### config.mk
export PLATFORM = sky130hd
export DESIGN_NAME = ferle_front
export DESIGN_NICKNAME = d
export VERILOG_FILES = /design/src/rtl/ferle_pkg.sv /design/src/rtl/ferle_front.sv
export SDC_FILE = /design/constraint.sdc
export NUM_CORES = 1
export LEC_CHECK = 0
export BUFFER_PORTS_ARGS = -buffer_cell sky130_fd_sc_hd__buf_2
export CAP_MARGIN = 10
export CORE_MARGIN = 2
export CORE_UTILIZATION = 50
export CTS_BUF_LIST = sky130_fd_sc_hd__clkbuf_8 sky130_fd_sc_hd__clkbuf_16
export CTS_CLUSTER_DIAMETER = 200
export DETAILED_ROUTE_END_ITERATION = 10
export PLACE_DENSITY = 0.76
export SYNTH_ARGS = -nofsm -noshare
export SYNTH_HDL_FRONTEND = slang
export SYNTH_SLANG_ARGS = --single-unit
### constraint.sdc
create_clock -name clk -period 4.85 [get_ports clk]
set_clock_uncertainty 0.1 [all_clocks]
set_input_delay 0 -clock clk [delete_from_list [all_inputs] [get_ports clk]]
set_output_delay 0 -clock clk [all_outputs]
set_load 0.01 [all_outputs]
### src/rtl/ferle_pkg.sv
// shared types, constants and helper functions of the erle estimator
package ferle_pkg;

  localparam int PWR_W  = 32;
  localparam int TOT_W  = 41;
  localparam int ACC_W  = 45;
  localparam int DIV_W  = ACC_W + 16;
  localparam int LOG_W  = 24;
  localparam int Q_W    = 17;
  localparam int HOLD_W = 18;
  localparam int CNT_W  = 4;
  localparam int CFG_W  = 41;
  localparam int CFG_IDX_W = 3;

  localparam logic [TOT_W-1:0] TOT_MAX = '1;
  localparam logic [ACC_W-1:0] ACC_MAX = '1;
  localparam logic [Q_W-1:0]   Q16_ONE = 17'h10000;
  localparam logic signed [LOG_W-1:0] TRK_MAX_RST = -24'sd655360;
  localparam logic signed [LOG_W-1:0] TRK_MIN_RST = 24'sd2162688;

  localparam logic [CFG_IDX_W-1:0] CFG_THR    = 3'd0;
  localparam logic [CFG_IDX_W-1:0] CFG_SM_A   = 3'd1;
  localparam logic [CFG_IDX_W-1:0] CFG_Q_A    = 3'd2;
  localparam logic [CFG_IDX_W-1:0] CFG_FORGET = 3'd3;
  localparam logic [CFG_IDX_W-1:0] CFG_HOLD   = 3'd4;
  localparam logic [CFG_IDX_W-1:0] CFG_FLOOR  = 3'd5;
  localparam logic [CFG_IDX_W-1:0] CFG_HPE    = 3'd6;

  typedef struct packed {
    logic             accept;
    logic [TOT_W-1:0] mic;
    logic [TOT_W-1:0] err;
  } hop_t;

  typedef struct packed {
    logic [TOT_W-1:0]        thr;
    logic [Q_W-1:0]          sm_alpha;
    logic [Q_W-1:0]          q_alpha;
    logic [Q_W-1:0]          forget;
    logic [15:0]             hold;
    logic signed [LOG_W-1:0] floor_log2;
    logic [CNT_W-1:0]        hpe;
  } cfg_t;

  function automatic logic signed [LOG_W-1:0] sat24(input logic signed [26:0] v);
    if (v > 27'sd8388607) begin
      return 24'sh7FFFFF;
    end else if (v < -27'sd8388608) begin
      return 24'sh800000;
    end
    return v[LOG_W-1:0];
  endfunction

  function automatic logic [Q_W-1:0] clamp_alpha(input logic [Q_W-1:0] a);
    return (a > Q16_ONE) ? Q16_ONE : a;
  endfunction

  // rounded alpha * diff / 2^16, symmetric about zero
  function automatic logic signed [26:0] alpha_mul(input logic [Q_W-1:0] alpha,
                                                  input logic signed [25:0] diff);
    logic [25:0] mag;
    logic [42:0] prod;
    logic [26:0] r;
    mag  = diff[25] ? 26'(-diff) : 26'(diff);
    prod = 43'(alpha) * 43'(mag) + 43'd32768;
    r    = prod[42:16];
    return diff[25] ? -$signed(r) : $signed(r);
  endfunction

endpackage

### src/rtl/ferle_front.sv
// bin front end: sums bin powers and closes each hop into a queue word
module ferle_front (
  input  logic                          clk,
  input  logic                          rst_n,
  input  logic                          in_push,
  input  logic [ferle_pkg::PWR_W-1:0]   in_far_power,
  input  logic [ferle_pkg::PWR_W-1:0]   in_mic_power,
  input  logic [ferle_pkg::PWR_W-1:0]   in_error_power,
  input  logic                          in_converged,
  input  logic                          in_last_bin,
  input  logic [ferle_pkg::TOT_W-1:0]   thr,
  input  logic                          q_full,
  output logic                          q_push,
  output ferle_pkg::hop_t               q_word
);

  logic [ferle_pkg::TOT_W-1:0] far_r, mic_r, err_r;
  logic [ferle_pkg::TOT_W-1:0] far_nxt, mic_nxt, err_nxt;
  logic [ferle_pkg::TOT_W:0]   far_s, mic_s, err_s;
  logic                        acc;

  assign acc   = in_push && !q_full;
  assign far_s = {1'b0, far_r} + (ferle_pkg::TOT_W+1)'(in_far_power);
  assign mic_s = {1'b0, mic_r} + (ferle_pkg::TOT_W+1)'(in_mic_power);
  assign err_s = {1'b0, err_r} + (ferle_pkg::TOT_W+1)'(in_error_power);
  assign far_nxt = far_s[ferle_pkg::TOT_W] ? ferle_pkg::TOT_MAX : far_s[ferle_pkg::TOT_W-1:0];
  assign mic_nxt = mic_s[ferle_pkg::TOT_W] ? ferle_pkg::TOT_MAX : mic_s[ferle_pkg::TOT_W-1:0];
  assign err_nxt = err_s[ferle_pkg::TOT_W] ? ferle_pkg::TOT_MAX : err_s[ferle_pkg::TOT_W-1:0];

  assign q_push        = acc && in_last_bin;
  assign q_word.accept = in_converged && (far_nxt > thr);
  assign q_word.mic    = mic_nxt;
  assign q_word.err    = err_nxt;

  always_ff @(posedge clk) begin
    if (!rst_n) begin
      far_r <= '0;
      mic_r <= '0;
      err_r <= '0;
    end else if (acc) begin
      if (in_last_bin) begin
        far_r <= '0;
        mic_r <= '0;
        err_r <= '0;
      end else begin
        far_r <= far_nxt;
        mic_r <= mic_nxt;
        err_r <= err_nxt;
      end
    end
  end

endmodule

After elaboration in Yosys (flattened, before gate mapping)

Index checks and enable logic that the tools add are counted.

Register bits: 123
Output and inout port bits: 84

Mux-type cells: 6
Order comparisons: 1
$add $sub $neg: 3
Reduce and logical (&&, ||, !) cells: 4

Operators by type and width:

| operator          | count |
|---|---|
| $mux 41           | 6 |
| $add 41x32->42    | 3 |
| $gt 41x41->1      | 1 |
| $logic_and 1x1->1 | 3 |
| $logic_not 1->1   | 1 |

Logic depth before layout (Yosys ltp)

Depth in word-level cells: 4
Gate-level depth with buffers: 22
Mapped depth without buffers: 21

Worst setup path before layout

No wires, ideal clock.

Path kind: register to output
Start: register far_r[24] (netlist bit)
End: output q_word[82] (netlist bit)
Path buffers: 3
Data required time: 4.750 ns
Stages on the path, launching flop included: 22
Setup slack: 0.999 ns
Data arrival time: 3.751 ns
Cells stage by stage: dfxtp_1 ha_1 clkbuf_1 nand2_1 nor2_1 nand3_1 or4_1 o21ai_1 nand2b_1 buf_2 buf_2 nand2_1 ha_1 a21o_1 a21o_1 a21o_1 a21o_1 a21oi_1 nor2b_1 o21ai_0 a31o_2 a21oi_1

RTL lines:

| what                   | RTL line          | RTL |
|---|---|---|
| start, declared        | ferle_front.sv:17 | `logic [ferle_pkg::TOT_W-1:0] far_r, mic_r, err_r;` |
| start signal, assigned | ferle_front.sv:46 | `far_r <= far_nxt;` |
| end, declared          | ferle_front.sv:14 | `output ferle_pkg::hop_t q_word` |

==> flow_summary.json <==
{
  "vias": 12100,
  "synthesis.area_um2": 11800,
  "ys_ff_latch": 123,
  "n_antenna_cell": 0,
  "clk_pin_slew_ns": 0.05,
  "critPathMostFrequentCell": "a21o_1",
  "cts.htree.levels": 4,
  "slowest_stage": "dfxtp_1",
  "setup.worst_path.end_class": "output pin",
  "io_pins": 227,
  "start_kind": "flip-flop",
  "routed_wl_mm": 34.7,
  "post-route-drc-count": 0,
  "cpPeakStageDelay_ns": 0.32,
  "cts-root-buf": "clkbuf_16",
  "grt_max_degree": 46,
  "synth-seq-area-share_pct": 20.9,
  "num-fill-cells": 2168,
  "ir_worst_vdd_mv": 0.164,
  "finalSetupViolCount": 0,
  "synth-edff-count": 0,
  "synth_ff_type": "dfxtp_1",
  "crit_type": "reg2out",
  "io_buffers": 226,
  "finalNetCount": 2011,
  "syn_area_per_cell_um2": 7.67,
  "critical_path.top_delay_family": "compound AO/OA/AOI/OAI gates",
  "place_hpwl_mm": 26.2,
  "hold_violations": 0,
  "period_share_pct": 94.9,
  "maxCapViolations": 0,
  "fmax_mhz": 217,
  "track_usage_pct": 27.2,
  "syn_inst": 1536,
  "crit_chain": "ha_1, a211o_1, o211ai_1, a21o_1, o211ai_1, a31oi_4, o21ai_2, nand2b_1, buf_4, buf_12, nand2_1, ha_1, a21o_1, a21o_1, a21o_1, a21o_1, a21oi_1, nor2b_1, o21ai_0, a31o_2, a21oi_1, buf_2",
  "yosys_warnings": 0,
  "first_pass_iters": 5,
  "yosys.cell_types.count": 75,
  "cts-buffers-inserted": 17,
  "power.density_nw_per_um2": 237,
  "stdcell_count": 2060,
  "drt-vias-per-instance": 5.89,
  "die-area_um2": 24800,
  "layout-drive-gt1-share_pct": 19.6,
  "coreArea_um2": 23300,
  "cts_tree": "yes",
  "cts.path.max_buffers": 2,
  "slew_violations": 0,
  "wl_per_cell_um": 16.8,
  "async_flop_share_pct": 0,
  "outcome": "completed",
  "p_leak_nw": 6.75,
  "finalPower_mw": 3.31,
  "chipWidth_um": 157,
  "antenna_found_initial": 0,
  "fp.dieH_um": 157,
  "worst_slew_pin_slew_ns": 1.00,
  "grt_pass1_wl_mm": 54.9,
  "area_growth_pct": 18.5,
  "cp.buffers_inverters": 3,
  "placed_cells": 2018,
  "slew_headroom_pct": 33.1,
  "hold_path.class": "in2reg",
  "final_common_cell": "buf_2",
  "cp_max_fo": 24,
  "gp_congestion": 0.941,
  "grt_pass1_vias": 11600,
  "cp.required_ns": 4.75,
  "final_cell_mix": "buf_2 (226), nand2_1 (195), ha_1 (129), dfxtp_1 (123), a21oi_1 (114)",
  "insertion_delay_ns": 0.43,
  "initial_core_util_pct": 50.6,
  "worstPathArrival_ns": 4.50,
  "rows": 56,
  "period_needed_ns": 4.60,
  "ant_nets": 0,
  "drt_iter0_drc": 577,
  "gr-total-overflow": 0,
  "cts.sinks": 123,
  "synth_nets": 1819
}
-- final cells by class --
type,instances,area (µm²),area share (%)
clock inverters,13,166,1.19
clock buffers,19,453,3.25
inverters,75,282,2.02
multi-input cells,1259,8840,63.3
flip-flops and latches,123,2460,17.6
repair buffers,252,1350,9.69
well taps,319,399,2.86
-- cell usage after synthesis, types with 6 or more instances --
| cell type | n | area share [%] |
|---|---|---|
| nand2_1 | 195 | 6.2 |
| ha_1 | 137 | 15 |
| dfxtp_1 | 123 | 21 |
| a21oi_1 | 116 | 4.9 |
| nor2_1 | 92 | 2.9 |
| inv_1 | 75 | 2.4 |
| o21ai_0 | 71 | 3.0 |
| a22o_1 | 70 | 5.2 |
| clkbuf_1 | 59 | 1.9 |
| a21o_1 | 56 | 3.6 |
| xnor2_1 | 48 | 3.6 |
| nand3_1 | 46 | 2.0 |
| xor2_1 | 44 | 3.3 |
| nand4_1 | 31 | 1.6 |
| nor2b_1 | 28 | 1.5 |
| nor3_1 | 24 | 1.0 |
| o21a_1 | 21 | 1.3 |
| nand2b_1 | 19 | 1.0 |
| a31oi_1 | 18 | 0.96 |
| and3_1 | 17 | 0.90 |
| a211oi_1 | 16 | 1.0 |
| a22oi_1 | 15 | 0.96 |
| o211ai_1 | 15 | 0.96 |
| and2_1 | 14 | 0.74 |
| or3_1 | 14 | 0.74 |
| buf_2 | 12 | 0.51 |
| o21bai_1 | 12 | 0.76 |
| mux2i_1 | 11 | 0.93 |
| and4_1 | 10 | 0.74 |
| mux2_2 | 10 | 0.96 |
| nor3b_1 | 9 | 0.57 |
| or2_2 | 9 | 0.48 |
| o31a_1 | 6 | 0.45 |
-- timing repair --
action / CTS / global route
buffers inserted: 2 / 3
endpoints found under the setup margin: 1 / 1
hold endpoints to repair: 19 / 0
gates resized for setup: 7 / 30
pin swaps: 1 / 8
hold buffers: 5 / 0
-- per-layer routing --
layer  track usage (%)  share of wire [%]  routed length (µm)
met5                 0                  0                   0
met4              10.3                2.7                 926
met3              3.99                6.3                2200
met2              46.2                 47               16200
met1              34.7                 44               15300
-- registers in the layout (all words and copies together) (netlist names) --
name / count
err_r: 41
far_r: 41
mic_r: 41
-- worst min-delay path: cells and delay by family --
kind | cells | cell delay [ns]
compound gates | 1 | 0.16
buf+inv | 2 | 0.27
simple gates | 2 | 0.08
-- cells by family (layout without fill, tap and decap cells) --
kind of cell	Yosys count	after routing	share of synthesized area, %
buffers and inverters	154	359	5.30
flip-flops	123	123	20.9
multiplexers	21	21	1.89
AND/OR/NAND/NOR	522	522	21.3
AO/OA/AOI/OAI	484	484	28.7
XOR/XNOR	92	92	6.84
adder cells (fa/ha/maj)	140	140	15.1
-- power by group --
group          switching [mW]  total (mW)  leakage (nW)  internal [mW]
registers              0.0178        1.06         0.997           1.04
logic                   0.529       0.908          5.46          0.379
clock network           0.507        1.35         0.296          0.838
total                    1.05        3.31          6.75           2.26
-- through the flow --
stage               util [%]  hold WS [ns]  cell area, µm²  setup TNS, ns  worst slack (ns)
floorplan                  -        0.0135           11800              0             0.999
global placement        56.3         0.244           13100              0             0.430
detailed placement      56.3         0.249           13100              0             0.333
CTS                     59.4        0.0351           13800              0            0.0403
global route            60.0        0.0687           14000        -0.0217           -0.0217
finish                  60.0        0.0534           14000              0             0.245
-- path summary, 6_finish.rpt --
path                            startpoint    endpoint  slack [ns]  cells after the start
worst min-delay path                q_full   far_r[37]        0.05                      5
worst max-delay path              far_r[1]  q_word[82]        0.25                     22
worst max register to register    err_r[0]   err_r[24]        1.22                     12
worst min register to register   mic_r[30]   mic_r[30]        0.37                      2
No activity file was read; power rests on OpenSTA's default activity.
