### src/rtl/ferle_pkg.sv
// shared types, constants and helper functions of the erle estimator
package ferle_pkg;

  localparam int PWR_W  = 32;
  localparam int TOT_W  = 41;
  localparam int ACC_W  = 45;
  localparam int DIV_W  = ACC_W + 16;
  localparam int LOG_W  = 24;
  localparam int Q_W    = 17;
  localparam int HOLD_W = 18;
  localparam int CNT_W  = 4;
  localparam int CFG_W  = 41;
  localparam int CFG_IDX_W = 3;

  localparam logic [TOT_W-1:0] TOT_MAX = '1;
  localparam logic [ACC_W-1:0] ACC_MAX = '1;
  localparam logic [Q_W-1:0]   Q16_ONE = 17'h10000;
  localparam logic signed [LOG_W-1:0] TRK_MAX_RST = -24'sd655360;
  localparam logic signed [LOG_W-1:0] TRK_MIN_RST = 24'sd2162688;

  localparam logic [CFG_IDX_W-1:0] CFG_THR    = 3'd0;
  localparam logic [CFG_IDX_W-1:0] CFG_SM_A   = 3'd1;
  localparam logic [CFG_IDX_W-1:0] CFG_Q_A    = 3'd2;
  localparam logic [CFG_IDX_W-1:0] CFG_FORGET = 3'd3;
  localparam logic [CFG_IDX_W-1:0] CFG_HOLD   = 3'd4;
  localparam logic [CFG_IDX_W-1:0] CFG_FLOOR  = 3'd5;
  localparam logic [CFG_IDX_W-1:0] CFG_HPE    = 3'd6;

  typedef struct packed {
    logic             accept;
    logic [TOT_W-1:0] mic;
    logic [TOT_W-1:0] err;
  } hop_t;

  typedef struct packed {
    logic [TOT_W-1:0]        thr;
    logic [Q_W-1:0]          sm_alpha;
    logic [Q_W-1:0]          q_alpha;
    logic [Q_W-1:0]          forget;
    logic [15:0]             hold;
    logic signed [LOG_W-1:0] floor_log2;
    logic [CNT_W-1:0]        hpe;
  } cfg_t;

  function automatic logic signed [LOG_W-1:0] sat24(input logic signed [26:0] v);
    if (v > 27'sd8388607) begin
      return 24'sh7FFFFF;
    end else if (v < -27'sd8388608) begin
      return 24'sh800000;
    end
    return v[LOG_W-1:0];
  endfunction

  function automatic logic [Q_W-1:0] clamp_alpha(input logic [Q_W-1:0] a);
    return (a > Q16_ONE) ? Q16_ONE : a;
  endfunction

  // rounded alpha * diff / 2^16, symmetric about zero
  function automatic logic signed [26:0] alpha_mul(input logic [Q_W-1:0] alpha,
                                                  input logic signed [25:0] diff);
    logic [25:0] mag;
    logic [42:0] prod;
    logic [26:0] r;
    mag  = diff[25] ? 26'(-diff) : 26'(diff);
    prod = 43'(alpha) * 43'(mag) + 43'd32768;
    r    = prod[42:16];
    return diff[25] ? -$signed(r) : $signed(r);
  endfunction

endpackage

### src/rtl/ferle_fifo.sv
// four-word queue of closed hops between front and back end
module ferle_fifo (
  input  logic            clk,
  input  logic            rst_n,
  input  logic            push,
  input  ferle_pkg::hop_t wdata,
  input  logic            pop,
  output ferle_pkg::hop_t rdata,
  output logic            full,
  output logic            empty
);

  ferle_pkg::hop_t mem_r [4];
  logic [1:0] wp_r, rp_r;
  logic [2:0] cnt_r;
  logic       do_push, do_pop;

  assign full    = (cnt_r == 3'd4);
  assign empty   = (cnt_r == 3'd0);
  assign do_push = push && !full;
  assign do_pop  = pop && !empty;
  assign rdata   = mem_r[rp_r];

  always_ff @(posedge clk) begin
    if (do_push) begin
      mem_r[wp_r] <= wdata;
    end
  end

  always_ff @(posedge clk) begin
    if (!rst_n) begin
      wp_r  <= '0;
      rp_r  <= '0;
      cnt_r <= '0;
    end else begin
      if (do_push) wp_r <= wp_r + 2'd1;
      if (do_pop)  rp_r <= rp_r + 2'd1;
      cnt_r <= cnt_r + 3'(do_push) - 3'(do_pop);
    end
  end

endmodule

### config.mk
export PLATFORM = sky130hd
export DESIGN_NAME = ferle_fifo
export DESIGN_NICKNAME = d
export VERILOG_FILES = /design/src/rtl/ferle_pkg.sv /design/src/rtl/ferle_fifo.sv
export SDC_FILE = /design/constraint.sdc
export NUM_CORES = 1
export LEC_CHECK = 0
export ABC_CLOCK_PERIOD_IN_PS = 4280
export BUFFER_PORTS_ARGS = -buffer_cell sky130_fd_sc_hd__buf_2
export CAP_MARGIN = 20
export CORE_ASPECT_RATIO = 1.1
export CORE_MARGIN = 2
export CORE_UTILIZATION = 57
export DETAILED_ROUTE_END_ITERATION = 10
export GPL_ROUTABILITY_DRIVEN = 0
export HOLD_SLACK_MARGIN = 0.12
export PLACE_DENSITY = 0.86
export RECOVER_POWER = 100
export SLEW_MARGIN = 20
export SYNTH_ARGS = -nofsm -noshare
export SYNTH_HDL_FRONTEND = slang
export SYNTH_SLANG_ARGS = --single-unit
### constraint.sdc
create_clock -name clk -period 4.28 [get_ports clk]
set_input_delay 0.214 -clock clk [delete_from_list [all_inputs] [get_ports clk]]
set_output_delay 0.214 -clock clk [all_outputs]
set_load 0.05 [all_outputs]
# Yosys cells after proc, flatten, opt, wreduce, memory -nomap -nowiden
# Memory sizes are Yosys's and may differ from the RTL's. A register that Yosys moved wholly into a read port is not among the register bits.
# Index checks and enable logic that the tools add are counted.
[op_classes]
n_addsub = 4
n_eq_ne = 1
mux = 4
n_reduce_logical = 5
[op_table]
columns = ["operator", "count"]
rows = [
  ["$add 2x1->2 const B", 2],
  ["$mux 2", 2],
  ["$add 3x1->3", 1],
  ["$eq 3x3->1 const B", 1],
  ["$logic_not 3->1", 1],
  ["$sub 3x1->3", 1],
  ["$logic_and 1x1->1", 2],
  ["$logic_not 1->1", 2],
  ["$mux 1", 2],
]
[totals]
register_bits = 7
ram_bits = 332
input_bits = 87
output_inout_bits = 85
wordCells = 18
memories = 1
[mem_list]
columns = ["memory", "words", "width", "read_ports", "rd_ports_with_merged_regs", "wr", "line_no", "text"]
rows = [
  ["mem_r", 4, 83, 1, 1, 1, "ferle_fifo.sv:13", "ferle_pkg::hop_t mem_r [4];"],
]

# Longest topological paths before layout
[depth]
depth_word = 5
mapped_depth = 11
ltp_nobuf = 10

# Worst setup path after synthesis
# No wires, ideal clock.
[synth_path]
kind = "register -> register"
start = "register cnt_r[2]"
end = "memory mem_r[0][0] (netlist name) (enable)"
setup_time_ps = 628
arrival_ps = 2928
required_ps = 3652
slack_ps = 724
path_stages_with_launch = 5
n_path_buf = 1
synth_period_minus_slack_ps = 3556
path_cell_list = "dfxtp_1 nor3b_1 nor2b_1 clkbuf_1 and2_1"
[synth_via]
elab_chain_cells = 5
[synth_rtl]
columns = ["element", "line_no", "text"]
rows = [
  ["from (decl)", "ferle_fifo.sv:15", "logic [2:0] cnt_r;"],
  ["from (signal assigned)", "ferle_fifo.sv:38", "cnt_r <= cnt_r + 3'(do_push) - 3'(do_pop);"],
  ["$eq 3x3->1", "ferle_fifo.sv:18", "assign full = (cnt_r == 3'd4);"],
  ["via full", "ferle_fifo.sv:9", "output logic full,"],
  ["$logic_not 1->1", "ferle_fifo.sv:20", "assign do_push = push && !full;"],
  ["$logic_and 1x1->1", "ferle_fifo.sv:20", ""],
  ["$mux 1", "ferle_fifo.sv:25", "if (do_push) begin"],
  ["$mux 1 (implied by the code)", "ferle_fifo.sv:26", "mem_r[wp_r] <= wdata;"],
  ["to (decl)", "ferle_fifo.sv:13", ""],
]
# The timed path passes the listed nets, and every way through them passes these cells.

# Final worst setup path
[layout_path]
start = "register cnt_r[2]"
end = "memory mem_r[3][33] (netlist name) (enable)"
[layout_via]
elab_chain_cells = 5
[layout_rtl]
columns = ["element", "line_no"]
rows = [
  ["$eq 3x3->1", "ferle_fifo.sv:18"],
  ["$logic_not 1->1", "ferle_fifo.sv:20"],
  ["$logic_and 1x1->1", "ferle_fifo.sv:20"],
  ["$mux 1", "ferle_fifo.sv:25"],
  ["$mux 1 (implied by the code)", "ferle_fifo.sv:26"],
]
# No other way between the ends.

==> results.ini <==
[power]
comb_power_share_pct = 27.7
max-vdd-ir-drop_mv = 0.491
switching_share_pct = 33.4
p_sw_w = 0.00317
p_per_area_nw_per_um2 = 625
p_leak_nw = 4.75
clockPowerShare_pct = 27.5
seqPwrFrac_pct = 44.7
p_int_w = 0.00633

[die]
start_util_pct = 58.3
fp-row-count = 56
die-area_um2 = 23100
core_area_um2 = 21400
die_w_um = 145
die_h_um = 159
ios = 172

[global_routing]
grt_use_met2_pct = 37.0
antenna_found_initial = 2
use_met3_pct = 3.44
grt_util_all_layers_pct = 20.4
grt_max_degree = 69
top_usage_layer = met2
grt_pass1_vias = 6515
grt_pass1_wl_mm = 36.1
overflow = 0
grt.met1_usage_pct = 25.1

[cts]
clock_latency_ps = 560
root_buffer = clkbuf_16
tritoncts.num_buffers = 31
ctsHtreeMaxLevel = 1
clk_path_buf_depth = 3
cts_setup_buffers = 0
cts_resized = 0
clk_pin_slew_worst_paths_ps = 60
clkSinkCount = 341
tritoncts = yes

[critical_path]
crit_type = reg -> reg
worstSetupStartpointType = flop
worst_path_dominant_cell_family = simple AND/OR/NAND/NOR gates
critPathSlowestCell = and2_2
endpoint_kind = flop
crit_fanout = 53
max_stage_delay_ps = 1210
crit_arrival_ps = 3540
path_cells = nor3b_1 > nor2b_1 > and2_2 > clkbuf_1
crit_buf_inv = 1
critPathRequiredTime_ps = 4430

[min_path]
min_path_type = in -> reg

[yosys]
syn_area_um2 = 12500
ys_seq_area_share_pct = 81.5
ys_ff_latch = 341
syn_nets = 578
synth_cells = 484
yosysUniqueCellTypes = 20
avgSynthCellArea_um2 = 25.7
yosys_warnings = 0

[route]
wl_mm = 23.5
drc = 0
wire_per_inst_um = 21.8
avgViaCountPerCell = 5.56
ant_nets = 0
num_vias = 5993
drtPass1Iterations = 5
first_iter_violations = 482

[cells_and_area]
final_area_um2 = 15200
fin_nets = 858
finish.utilization_pct = 71.2
drive_above_1_share_pct = 17.2
fin_cells = 1078
syn2layout_area_growth_pct = 22.1

[place]
dp.cells = 935
dp.final_hpwl_mm = 13.1
postPlaceCellArea_um2 = 13600
post-place-ws_ps = 1710
io_buffer_count = 171

[timing]
fin_ws_ps = 892
rsz0062_at_grt = false
setup_violations = 0
skew_ps = 25.6
period_needed_ps = 3390
worst_slew_pin_slew_ps = 1820
hold_viol = 0
slew_violations = 196
timing.fmax_mhz = 295
maxSlewHeadroom_pct = -21.6
finalCritPeriodShare_pct = 79.2
tns_ps = 0

[status]
status = complete, but fails checks
violations = capacitance limit, slew limit

[job]
max-cap-violations = 3

## per-stage QoR
| stage | hold WS (ps) | total power (W) |
|---|---|---|
| after floorplan | 313 | 0.00642 |
| after global placement | 424 | 0.00694 |
| after detailed placement | 433 | 0.00701 |
| after CTS | 158 | 0.00970 |
| after global routing | 167 | 0.00984 |
| final | 164 | 0.00951 |
## repair_timing
action / in CTS / in global routing
hold endpoints to repair: 341 / 0
endpoints found under the setup margin: 0 / 0
hold buffers: 86 / 0
## power by group through the flow
stage	registers (W)	clock network, W	logic, W
2_1_floorplan	0.00420	0	0.00223
3_3_place_gp	0.00429	0	0.00265
3_5_place_dp	0.00432	0	0.00269
4_1_cts	0.00426	0.00267	0.00277
5_1_grt	0.00429	0.00279	0.00275
6_report	0.00425	0.00262	0.00264
## tightest hold or removal path, cell delays in order
cell,delay [ps]
buf_2,100
nor2b_1,190
mux2i_1,140
## cell usage after synthesis
library cell / number / share of area [%]
edfxtp_1: 332 / 80
mux4_2: 83 / 15
buf_2: 10 / 0.40
dfxtp_1: 9 / 1.4
buf_6: 8 / 0.72
and2_1: 7 / 0.35
ha_1: 6 / 0.60
inv_1: 6 / 0.18
nand2_1: 6 / 0.18
o21ai_0: 3 / 0.12
clkbuf_1: 2 / 0.060
mux2i_1: 2 / 0.16
nor2b_1: 2 / 0.10
xnor2_1: 2 / 0.14
a21boi_0: 1 / 0.060
fa_1: 1 / 0.16
nor3_2: 1 / 0.080
nor3b_1: 1 / 0.060
or3_1: 1 / 0.050
or4bb_1: 1 / 0.090
## sequential cells by signal, summed over array words and instances (netlist names), named ones only
| register | flops |
|---|---|
| mem_r | 332 |
| cnt_r | 3 |
| rp_r | 2 |
| wp_r | 2 |
## cells in the final DEF (no fill, tap or decap), types with 3 or more instances in the layout
cell type / count
clkbuf_1: 184
nand2_1: 6
ha_1: 6
bufinv_16: 3
dlygate4sd3_1: 86
clkinv_1: 7
edfxtp_1: 332
o21ai_0: 3
inv_1: 6
and2_2: 4
mux4_2: 83
buf_2: 5
dfxtp_1: 7
clkbuf_16: 31
## per-layer routing
layer	wire (µm)	up-vias	share of wire, %
li1	-	2630	-
met1	8960	3099	38
met2	12700	213	54
met3	1170	49	5.0
met4	635	2	2.7
met5	13	-	0.055
## layout make-up
class,instances,area (µm²)
Inverter,6,22.5
Sequential cell,341,10200
Antenna cell,1,2.50
Clock inverter,15,151
Multi-Input combinational cell,117,2140
Timing Repair Buffer,267,1570
Clock buffer,41,813
Tap cell,290,363
Fill cell,1302,6160
## worst paths after layout
| kind | startpoint | endpoint | slack (ps) | cells past startpoint |
|---|---|---|---|---|
| max | cnt_r[2]$_SDFF_PN0_ | mem_r[3][33]$_DFFE_PP_ | 890 | 4 |
| min | push | wp_r[0]$_SDFFE_PN0P_ | 160 | 3 |
| max reg2reg | cnt_r[2]$_SDFF_PN0_ | mem_r[3][33]$_DFFE_PP_ | 890 | 4 |
| min reg2reg | wp_r[0]$_SDFFE_PN0P_ | wp_r[0]$_SDFFE_PN0P_ | 510 | 2 |
## kinds of logic (layout without fill, tap and decap cells)
| kind of cell | Yosys count | count (layout) | share of synthesized area (%) |
|---|---|---|---|
| fa+ha+maj | 7 | 7 | 0.763 |
| flops | 341 | 341 | 81.5 |
| buf+inv | 26 | 329 | 1.37 |
| mux | 85 | 85 | 15.2 |
| xor+xnor | 2 | 2 | 0.141 |
| simple gates | 19 | 19 | 0.914 |
| other cells | 0 | 1 | 0 |
| compound gates | 4 | 4 | 0.181 |
(Power assumes the default switching activity.)
